[src/hdl/bsw_pkg.sv]
// ----------------------------------------------------------------------------
// bsw_pkg: shared types and constants
// Tick kinds, motion codes and the word layouts of the stepper wave drive.
// ----------------------------------------------------------------------------
`default_nettype none

package bsw_pkg;

    localparam int unsigned CountW       = 8;
    localparam int unsigned PosW         = 3;
    localparam int unsigned CoilW        = 4;
    localparam int unsigned SDataW       = 8;
    localparam int unsigned SUserW       = 2;
    localparam int unsigned MDataW       = 8;

    localparam logic [CountW-1:0] DebounceReset = 8'd4;
    localparam logic [PosW-1:0]   PosFirst      = 3'd1;
    localparam logic [PosW-1:0]   PosLast       = 3'd4;

    // tick kind carried in tuser
    typedef enum logic [1:0] {
        FUNC_SAMPLE  = 2'd0,
        FUNC_RELEASE = 2'd1,
        FUNC_STEP    = 2'd2,
        FUNC_NOP     = 2'd3
    } func_t;

    // motion mode; MODE_NONE marks an empty latched choice
    typedef enum logic [1:0] {
        MODE_STOP = 2'd0,
        MODE_CW   = 2'd1,
        MODE_CCW  = 2'd2,
        MODE_NONE = 2'd3
    } mode_t;

    typedef struct packed {
        func_t func;
        logic  stop;
        logic  cw;
        logic  ccw;
    } tick_t;

    typedef struct packed {
        logic              pending;
        mode_t             mode;
        logic [CoilW-1:0]  coil;
    } result_t;

endpackage

`default_nettype wire

[src/hdl/button_stepper_wave_drive.sv]
// ----------------------------------------------------------------------------
// button_stepper_wave_drive: three-button stepper controller, wave drive
// Debounces stop/cw/ccw buttons, adopts a choice on release and steps a
// four-coil motor one phase at a time. One status word per tick word.
// ----------------------------------------------------------------------------
//
//  channel  | dir | payload                                  | words
//  ---------+-----+------------------------------------------+-----------------
//  s_       | in  | tuser: func; tdata: stop, cw, ccw        | one tick
//  m_       | out | tdata: coil_drive, motion_mode, pending  | one per tick
//  cfg_     | in  | debounce_ticks, write-only               | n/a
//
//  Throughput: one tick word per clock while m_tready holds high; after the
//  input handshake a word passes the input register, then the result
//  register, and m_tvalid rises once the result register holds it.
//  Reset: aresetn low clears both stages and the control state; the
//  debounce count returns to 4.
//  Stalls: m_tready low holds the result; the input register keeps
//  accepting until it is full, so s_tready drops one word later.
// ----------------------------------------------------------------------------
`default_nettype none

module button_stepper_wave_drive (
    input  wire logic                       aclk,
    input  wire logic                       aresetn,
    // configuration
    input  wire logic                       cfg_wr_en,
    input  wire logic [bsw_pkg::CountW-1:0] cfg_wr_data,  // debounce_ticks
    // tick input
    input  wire logic                       s_tvalid,
    output logic                            s_tready,
    input  wire logic [bsw_pkg::SDataW-1:0] s_tdata,  // [0] stop, [1] cw, [2] ccw
    input  wire logic [bsw_pkg::SUserW-1:0] s_tuser,  // [1:0] func
    // status output
    output logic                            m_tvalid,
    input  wire logic                       m_tready,
    output logic [bsw_pkg::MDataW-1:0]      m_tdata   // [3:0] coil, [5:4] mode, [6] pend
);
    import bsw_pkg::*;

    logic    in_vld;
    logic    fire;       // tick moves from input register into the state
    tick_t   tick;
    result_t cur;        // state before the tick
    result_t nxt;        // state after the tick, loaded into the result register

    bsw_in_stage u_in (
        .aclk     (aclk),
        .aresetn  (aresetn),
        .s_tvalid (s_tvalid),
        .s_tready (s_tready),
        .s_tdata  (s_tdata),
        .s_tuser  (s_tuser),
        .take     (fire),
        .vld      (in_vld),
        .tick     (tick)
    );

    // debounce, release check and coil sequencer; state advances on fire
    bsw_core u_core (
        .aclk        (aclk),
        .aresetn     (aresetn),
        .cfg_wr_en   (cfg_wr_en),
        .cfg_wr_data (cfg_wr_data),
        .fire        (fire),
        .tick        (tick),
        .cur         (cur),
        .nxt         (nxt)
    );

    // result register; frees itself in the cycle the sink takes the word
    bsw_out_stage u_out (
        .aclk     (aclk),
        .aresetn  (aresetn),
        .in_vld   (in_vld),
        .res      (nxt),
        .fire     (fire),
        .m_tvalid (m_tvalid),
        .m_tready (m_tready),
        .m_tdata  (m_tdata)
    );

    // empty result register never blocks the input side
    a_ready_when_empty: assert property (@(posedge aclk) disable iff (!aresetn)
        !m_tvalid |-> s_tready)
        else $error("s_tready low with empty result register");

    // wave drive: at most one coil energized
    a_one_coil: assert property (@(posedge aclk) disable iff (!aresetn)
        m_tvalid |-> $onehot0(m_tdata[CoilW-1:0]))
        else $error("more than one coil energized");

    // coils move only on a step tick
    a_coil_only_step: assert property (@(posedge aclk) disable iff (!aresetn)
        (fire && tick.func != FUNC_STEP) |-> (nxt.coil == cur.coil))
        else $error("coils changed outside a step tick");

    // a pending choice is cleared only by a release check
    a_pend_clear: assert property (@(posedge aclk) disable iff (!aresetn)
        (fire && tick.func != FUNC_RELEASE && cur.pending) |-> nxt.pending)
        else $error("pending choice dropped without release tick");

endmodule

`default_nettype wire

[src/hdl/bsw_in_stage.sv]
// ----------------------------------------------------------------------------
// bsw_in_stage: input register
// Captures one tick word; refills in the same cycle it is consumed.
// ----------------------------------------------------------------------------
`default_nettype none

module bsw_in_stage (
    input  wire logic                       aclk,
    input  wire logic                       aresetn,
    input  wire logic                       s_tvalid,
    output logic                            s_tready,
    input  wire logic [bsw_pkg::SDataW-1:0] s_tdata,
    input  wire logic [bsw_pkg::SUserW-1:0] s_tuser,
    input  wire logic                       take,
    output logic                            vld,
    output bsw_pkg::tick_t                  tick
);
    import bsw_pkg::*;

    logic  vld_reg, vld_next;
    tick_t tick_reg;

    assign s_tready = !vld_reg || take;
    assign vld      = vld_reg;
    assign tick     = tick_reg;

    always_comb begin
        vld_next = vld_reg;
        if (s_tvalid && s_tready) begin
            vld_next = 1'b1;
        end else if (take) begin
            vld_next = 1'b0;
        end
    end

    always_ff @(posedge aclk) begin
        if (!aresetn) begin
            vld_reg <= 1'b0;
        end else begin
            vld_reg <= vld_next;
        end
    end

    always_ff @(posedge aclk) begin
        if (s_tvalid && s_tready) begin
            tick_reg <= '{func: func_t'(s_tuser), stop: s_tdata[0],
                          cw: s_tdata[1], ccw: s_tdata[2]};
        end
    end

endmodule

`default_nettype wire

[src/hdl/bsw_core.sv]
// ----------------------------------------------------------------------------
// bsw_core: debounce, release check and wave sequencer
// Holds the control state and computes its next value for one tick.
// ----------------------------------------------------------------------------
`default_nettype none

module bsw_core (
    input  wire logic                       aclk,
    input  wire logic                       aresetn,
    input  wire logic                       cfg_wr_en,
    input  wire logic [bsw_pkg::CountW-1:0] cfg_wr_data,
    input  wire logic                       fire,
    input  wire bsw_pkg::tick_t             tick,
    output bsw_pkg::result_t                cur,
    output bsw_pkg::result_t                nxt
);
    import bsw_pkg::*;

    logic [CountW-1:0] deb_reg;
    logic [CountW-1:0] hold_reg, hold_next;
    logic              pend_reg, pend_next;
    mode_t             latch_reg, latch_next;
    mode_t             mode_reg, mode_next;
    logic [PosW-1:0]   cw_pos_reg, cw_pos_next;
    logic [PosW-1:0]   ccw_pos_reg, ccw_pos_next;
    logic [CoilW-1:0]  coil_reg, coil_next;

    logic [CountW-1:0] hold_inc;
    logic [PosW-1:0]   cw_p, ccw_p;
    logic [PosW-1:0]   cw_bit, ccw_bit;

    assign hold_inc = hold_reg + 1'b1;
    assign cw_p     = cw_pos_reg + 1'b1;
    assign ccw_p    = ccw_pos_reg + 1'b1;
    assign cw_bit   = cw_p - PosFirst;
    assign ccw_bit  = PosLast - ccw_p;

    always_comb begin
        hold_next    = hold_reg;
        pend_next    = pend_reg;
        latch_next   = latch_reg;
        mode_next    = mode_reg;
        cw_pos_next  = cw_pos_reg;
        ccw_pos_next = ccw_pos_reg;
        coil_next    = coil_reg;
        unique case (tick.func)
            FUNC_SAMPLE: begin
                if (!pend_reg) begin
                    if (tick.stop || tick.cw || tick.ccw) begin
                        hold_next = hold_inc;
                        if (hold_inc == deb_reg) begin
                            pend_next = 1'b1;
                            hold_next = '0;
                            priority if (tick.stop) begin
                                latch_next = MODE_STOP;
                            end else if (tick.cw) begin
                                latch_next = MODE_CW;
                            end else begin
                                latch_next = MODE_CCW;
                            end
                        end
                    end else begin
                        hold_next = '0;
                    end
                end
            end
            FUNC_RELEASE: begin
                if (pend_reg) begin
                    priority if (!tick.stop && latch_reg == MODE_STOP) begin
                        mode_next = MODE_STOP;
                        pend_next = 1'b0;
                    end else if (!tick.cw && latch_reg == MODE_CW) begin
                        mode_next = MODE_CW;
                        pend_next = 1'b0;
                    end else if (!tick.ccw && latch_reg == MODE_CCW) begin
                        mode_next = MODE_CCW;
                        pend_next = 1'b0;
                    end
                end
            end
            FUNC_STEP: begin
                priority if (mode_reg == MODE_CW) begin
                    if (cw_p >= PosFirst && cw_p <= PosLast) begin
                        coil_next   = CoilW'(1) << cw_bit;
                        cw_pos_next = cw_p;
                    end else begin
                        cw_pos_next = '0;   // fifth position holds coils
                    end
                end else if (mode_reg == MODE_CCW) begin
                    if (ccw_p >= PosFirst && ccw_p <= PosLast) begin
                        coil_next    = CoilW'(1) << ccw_bit;
                        ccw_pos_next = ccw_p;
                    end else begin
                        ccw_pos_next = '0;
                    end
                end
            end
            default: begin
            end
        endcase
    end

    assign cur = '{pending: pend_reg,  mode: mode_reg,  coil: coil_reg};
    assign nxt = '{pending: pend_next, mode: mode_next, coil: coil_next};

    always_ff @(posedge aclk) begin
        if (!aresetn) begin
            deb_reg <= DebounceReset;
        end else if (cfg_wr_en) begin
            deb_reg <= cfg_wr_data;
        end
    end

    always_ff @(posedge aclk) begin
        if (!aresetn) begin
            hold_reg    <= '0;
            pend_reg    <= 1'b0;
            latch_reg   <= MODE_NONE;
            mode_reg    <= MODE_STOP;
            cw_pos_reg  <= '0;
            ccw_pos_reg <= '0;
            coil_reg    <= '0;
        end else if (fire) begin
            hold_reg    <= hold_next;
            pend_reg    <= pend_next;
            latch_reg   <= latch_next;
            mode_reg    <= mode_next;
            cw_pos_reg  <= cw_pos_next;
            ccw_pos_reg <= ccw_pos_next;
            coil_reg    <= coil_next;
        end
    end

endmodule

`default_nettype wire

[src/hdl/bsw_out_stage.sv]
// ----------------------------------------------------------------------------
// bsw_out_stage: result register
// Holds one status word until the sink takes it.
// ----------------------------------------------------------------------------
`default_nettype none

module bsw_out_stage (
    input  wire logic                       aclk,
    input  wire logic                       aresetn,
    input  wire logic                       in_vld,
    input  wire bsw_pkg::result_t           res,
    output logic                            fire,
    output logic                            m_tvalid,
    input  wire logic                       m_tready,
    output logic [bsw_pkg::MDataW-1:0]      m_tdata
);
    import bsw_pkg::*;

    logic    vld_reg, vld_next;
    result_t res_reg;

    assign fire     = in_vld && (!vld_reg || m_tready);
    assign m_tvalid = vld_reg;
    assign m_tdata  = {{(MDataW - $bits(result_t)){1'b0}}, res_reg};

    always_comb begin
        vld_next = vld_reg;
        if (fire) begin
            vld_next = 1'b1;
        end else if (m_tready) begin
            vld_next = 1'b0;
        end
    end

    always_ff @(posedge aclk) begin
        if (!aresetn) begin
            vld_reg <= 1'b0;
        end else begin
            vld_reg <= vld_next;
        end
    end

    always_ff @(posedge aclk) begin
        if (fire) begin
            res_reg <= res;
        end
    end

endmodule

`default_nettype wire
[config.mk]
export PLATFORM = sky130hd
export DESIGN_NAME = button_stepper_wave_drive
export DESIGN_NICKNAME = d
export VERILOG_FILES = /design/src/hdl/bsw_pkg.sv /design/src/hdl/button_stepper_wave_drive.sv /design/src/hdl/bsw_in_stage.sv /design/src/hdl/bsw_core.sv /design/src/hdl/bsw_out_stage.sv
export SDC_FILE = /design/constraint.sdc
export NUM_CORES = 1
export LEC_CHECK = 0
export ABC_AREA = 0
export BUFFER_PORTS_ARGS = -buffer_cell sky130_fd_sc_hd__buf_4
export CORE_MARGIN = 1
export CORE_UTILIZATION = 62
export DETAILED_ROUTE_END_ITERATION = 7
export PLACE_DENSITY = 0.82
export REMOVE_ABC_BUFFERS = 1
export SLEW_MARGIN = 0
export SYNTH_ARGS = -nofsm -noshare
export SYNTH_HDL_FRONTEND = slang
export SYNTH_SLANG_ARGS = --single-unit
[constraint.sdc]
create_clock -name aclk -period 7.1 [get_ports aclk]
set_clock_uncertainty 0.2 [all_clocks]
set_input_delay 1.42 -clock aclk [delete_from_list [all_inputs] [get_ports aclk]]
set_output_delay 1.42 -clock aclk [all_outputs]
set_load 0.005 [all_outputs]
==> impl_metrics.tcl <==
set metrics [dict create \
    final-hold-violation-count 0 \
    initial_core_util_pct 67.4 \
    ant_nets 0 \
    synth_edf_count 12 \
    crit_fanout 3 \
    core-area_sq_um 3800 \
    synth.avg_cell_area_sq_um 9.01 \
    asyncSetResetFlopFracSynth_pct 0 \
    endpoint_kind "output port" \
    pin_count 33 \
    holdWs_ns 0.265 \
    drt_first_iter_violations 146 \
    num-fill-cells 289 \
    tightest_slew_ns 0.932 \
    grt_pass1_wl_mm 8.47 \
    cts_buffer_depth 2 \
    cp.required_ns 5.48 \
    cts_setup_buffers 0 \
    numCtsBuffers 5 \
    antenna_found_initial 0 \
    placementRows 22 \
    insertion_delay_ns 0.30 \
    cts_tree "built" \
    synth.distinct_cells 57 \
    layout.cells.most_common_list "33 x nand2_1, 33 x dfxtp_1, 29 x nor2_1, 26 x buf_4, 18 x a21oi_1" \
    min_path_type "reg -> reg" \
    min-delay-start "u_core.ccw_pos_reg[2]" \
    hpwl_mm 3.73 \
    seq_area_frac_synth_pct 39.9 \
    ys_ff_latch 45 \
    vias_per_cell 5.81 \
    drv_cap 0 \
    cp.arrival_ns 1.98 \
    cts.clk_slew.worst_paths_ns 0.08 \
    crit_type "in -> out" \
    synth_ff_type "dfxtp_1" \
    clock-sinks 45 \
    cts-hold-fix-buffers 0 \
    gp_routability_congestion 0.863 \
    htree_levels 2 \
    fin_nets 346 \
    cts-root-buf "clkbuf_8" \
    cts_resized 0 \
    drive_gt1_share_pct 14.0 \
    period_minus_slack_ns 3.60 \
    grt_util_all_layers_pct 25.6 \
    fin_tns_setup_ns 0 \
    slew-limit-headroom_pct 37.8 \
    max_freq_ghz 0.278 \
    die_area_sq_um 4390 \
    min_period_over_period_pct 50.7 \
    final-setup-viol-count 0 \
    io_buffers 26 \
    synthCells 284 \
    drtPass1Iterations 4 \
    syn_area_sq_um 2560 \
    wl_per_cell_microns 13.9 \
    start_kind "primary input" \
    powerDensity_nw_per_um2 167 \
    crit_start "m_tready" \
    r2r_start "u_core.hold_reg[0]" \
    die_w_microns 66.3 \
    grt_pass1_vias 1873 \
    finalMaxSlewViolations 0 \
    ir_drop_mv 0.172 \
    rsz0062_at_grt "no" \
    leakage_nw 1.22 \
    num_antenna_cells 0 \
    drt_wl_total_mm 4.94 \
    drc 0 \
    grt_start_max_net_pins 30 \
    die_h_microns 66.3 \
    yosys_warnings 0 \
    num_vias 2069 \
    gr-total-overflow 0 \
    status "finished clean" \
    synthToLayoutAreaGrowth_pct 11.6 \
]
==> cells in the mapped netlist (all sizes together) (2+ instances only) <==
cell,instances,area [sq um]
nand4,2,12.5
nand2,33,124
nor2,29,109
and3,3,20.0
buf,4,25.0
nand2b,3,18.8
a31oi,2,18.8
nand3,10,55.1
nor2b,9,56.3
o22ai,4,25.0
a21oi,18,90.1
xor2,6,52.6
inv,16,60.1
edfxtp,12,360
nor4,5,46.3
o311ai,2,17.5
clkbuf,6,22.5
o21ai,9,45.0
mux2i,16,160
ha,16,200
and2,5,31.3
dfxtp,33,661
or3,3,23.8
a22oi,3,22.5
xnor2,4,35.0
nor3,6,30.0
a21o,3,22.5
==> cell families after synthesis <==
kind of cell	count (synthesis)	synth area share, %
muxes	17	6.70
xor gates and xnor gates	10	3.42
and+or+nand+nor	117	23.7
adders and majority gates	16	7.82
other	1	0.146
buffers and inverters	26	4.20
DFF	45	39.9
AOI/OAI and AO/OA	52	14.2
==> stage by stage <==
stage	util, %	instance area (sq um)	setup WS [ns]	cells	total power [W]
2_1_floorplan	-	2510	3.82	274	0.000305
3_3_place_gp	72.9	2770	3.54	348	0.000322
3_5_place_dp	72.9	2770	3.53	348	0.000324
4_1_cts	75.2	2860	3.50	356	0.000480
5_1_grt	75.2	2860	3.46	356	0.000493
6_report	75.2	2860	3.50	356	0.000476
==> per-layer routing <==
metal | vias up | wire [microns] | GRT usage [%]
li1 | 1051 | - | -
met1 | 950 | 2450 | 35.3
met2 | 62 | 2220 | 40.2
met3 | 6 | 201 | 4.48
met4 | 0 | 68 | 8.78
met5 | - | 0 | 0
==> report_power, final <==
group          internal, W  switching [W]
Sequential        0.000270     0.00000649
Clock            0.0000693      0.0000889
Combinational    0.0000187      0.0000223
Total             0.000359       0.000118
==> area by class of cell <==
class / instances / area, sq um / share of cell area, %
Sequential cell: 45 / 1020 / 35.7
Tap cell: 48 / 60.1 / 2.10
Inverter: 16 / 60.1 / 2.10
Timing Repair Buffer: 26 / 195 / 6.83
Clock buffer: 5 / 68.8 / 2.41
Clock inverter: 3 / 21.3 / 0.744
Multi-Input combinational cell: 213 / 1430 / 50.1
==> critical path, cell delays in order <==
cell and delay, ns:
buf_4 0.11, nor2b_1 0.20, nand2_1 0.11, buf_4 0.14
==> worst paths after layout <==
path	end	slack [ns]	cells after the start
setup / recovery	s_tready	3.50	4
setup reg to reg	u_core.hold_reg[2]	4.42	7
hold reg to reg	u_core.ccw_pos_reg[2]	0.27	2
hold / removal	u_core.ccw_pos_reg[2]	0.27	2
(Power assumes the default switching activity.)
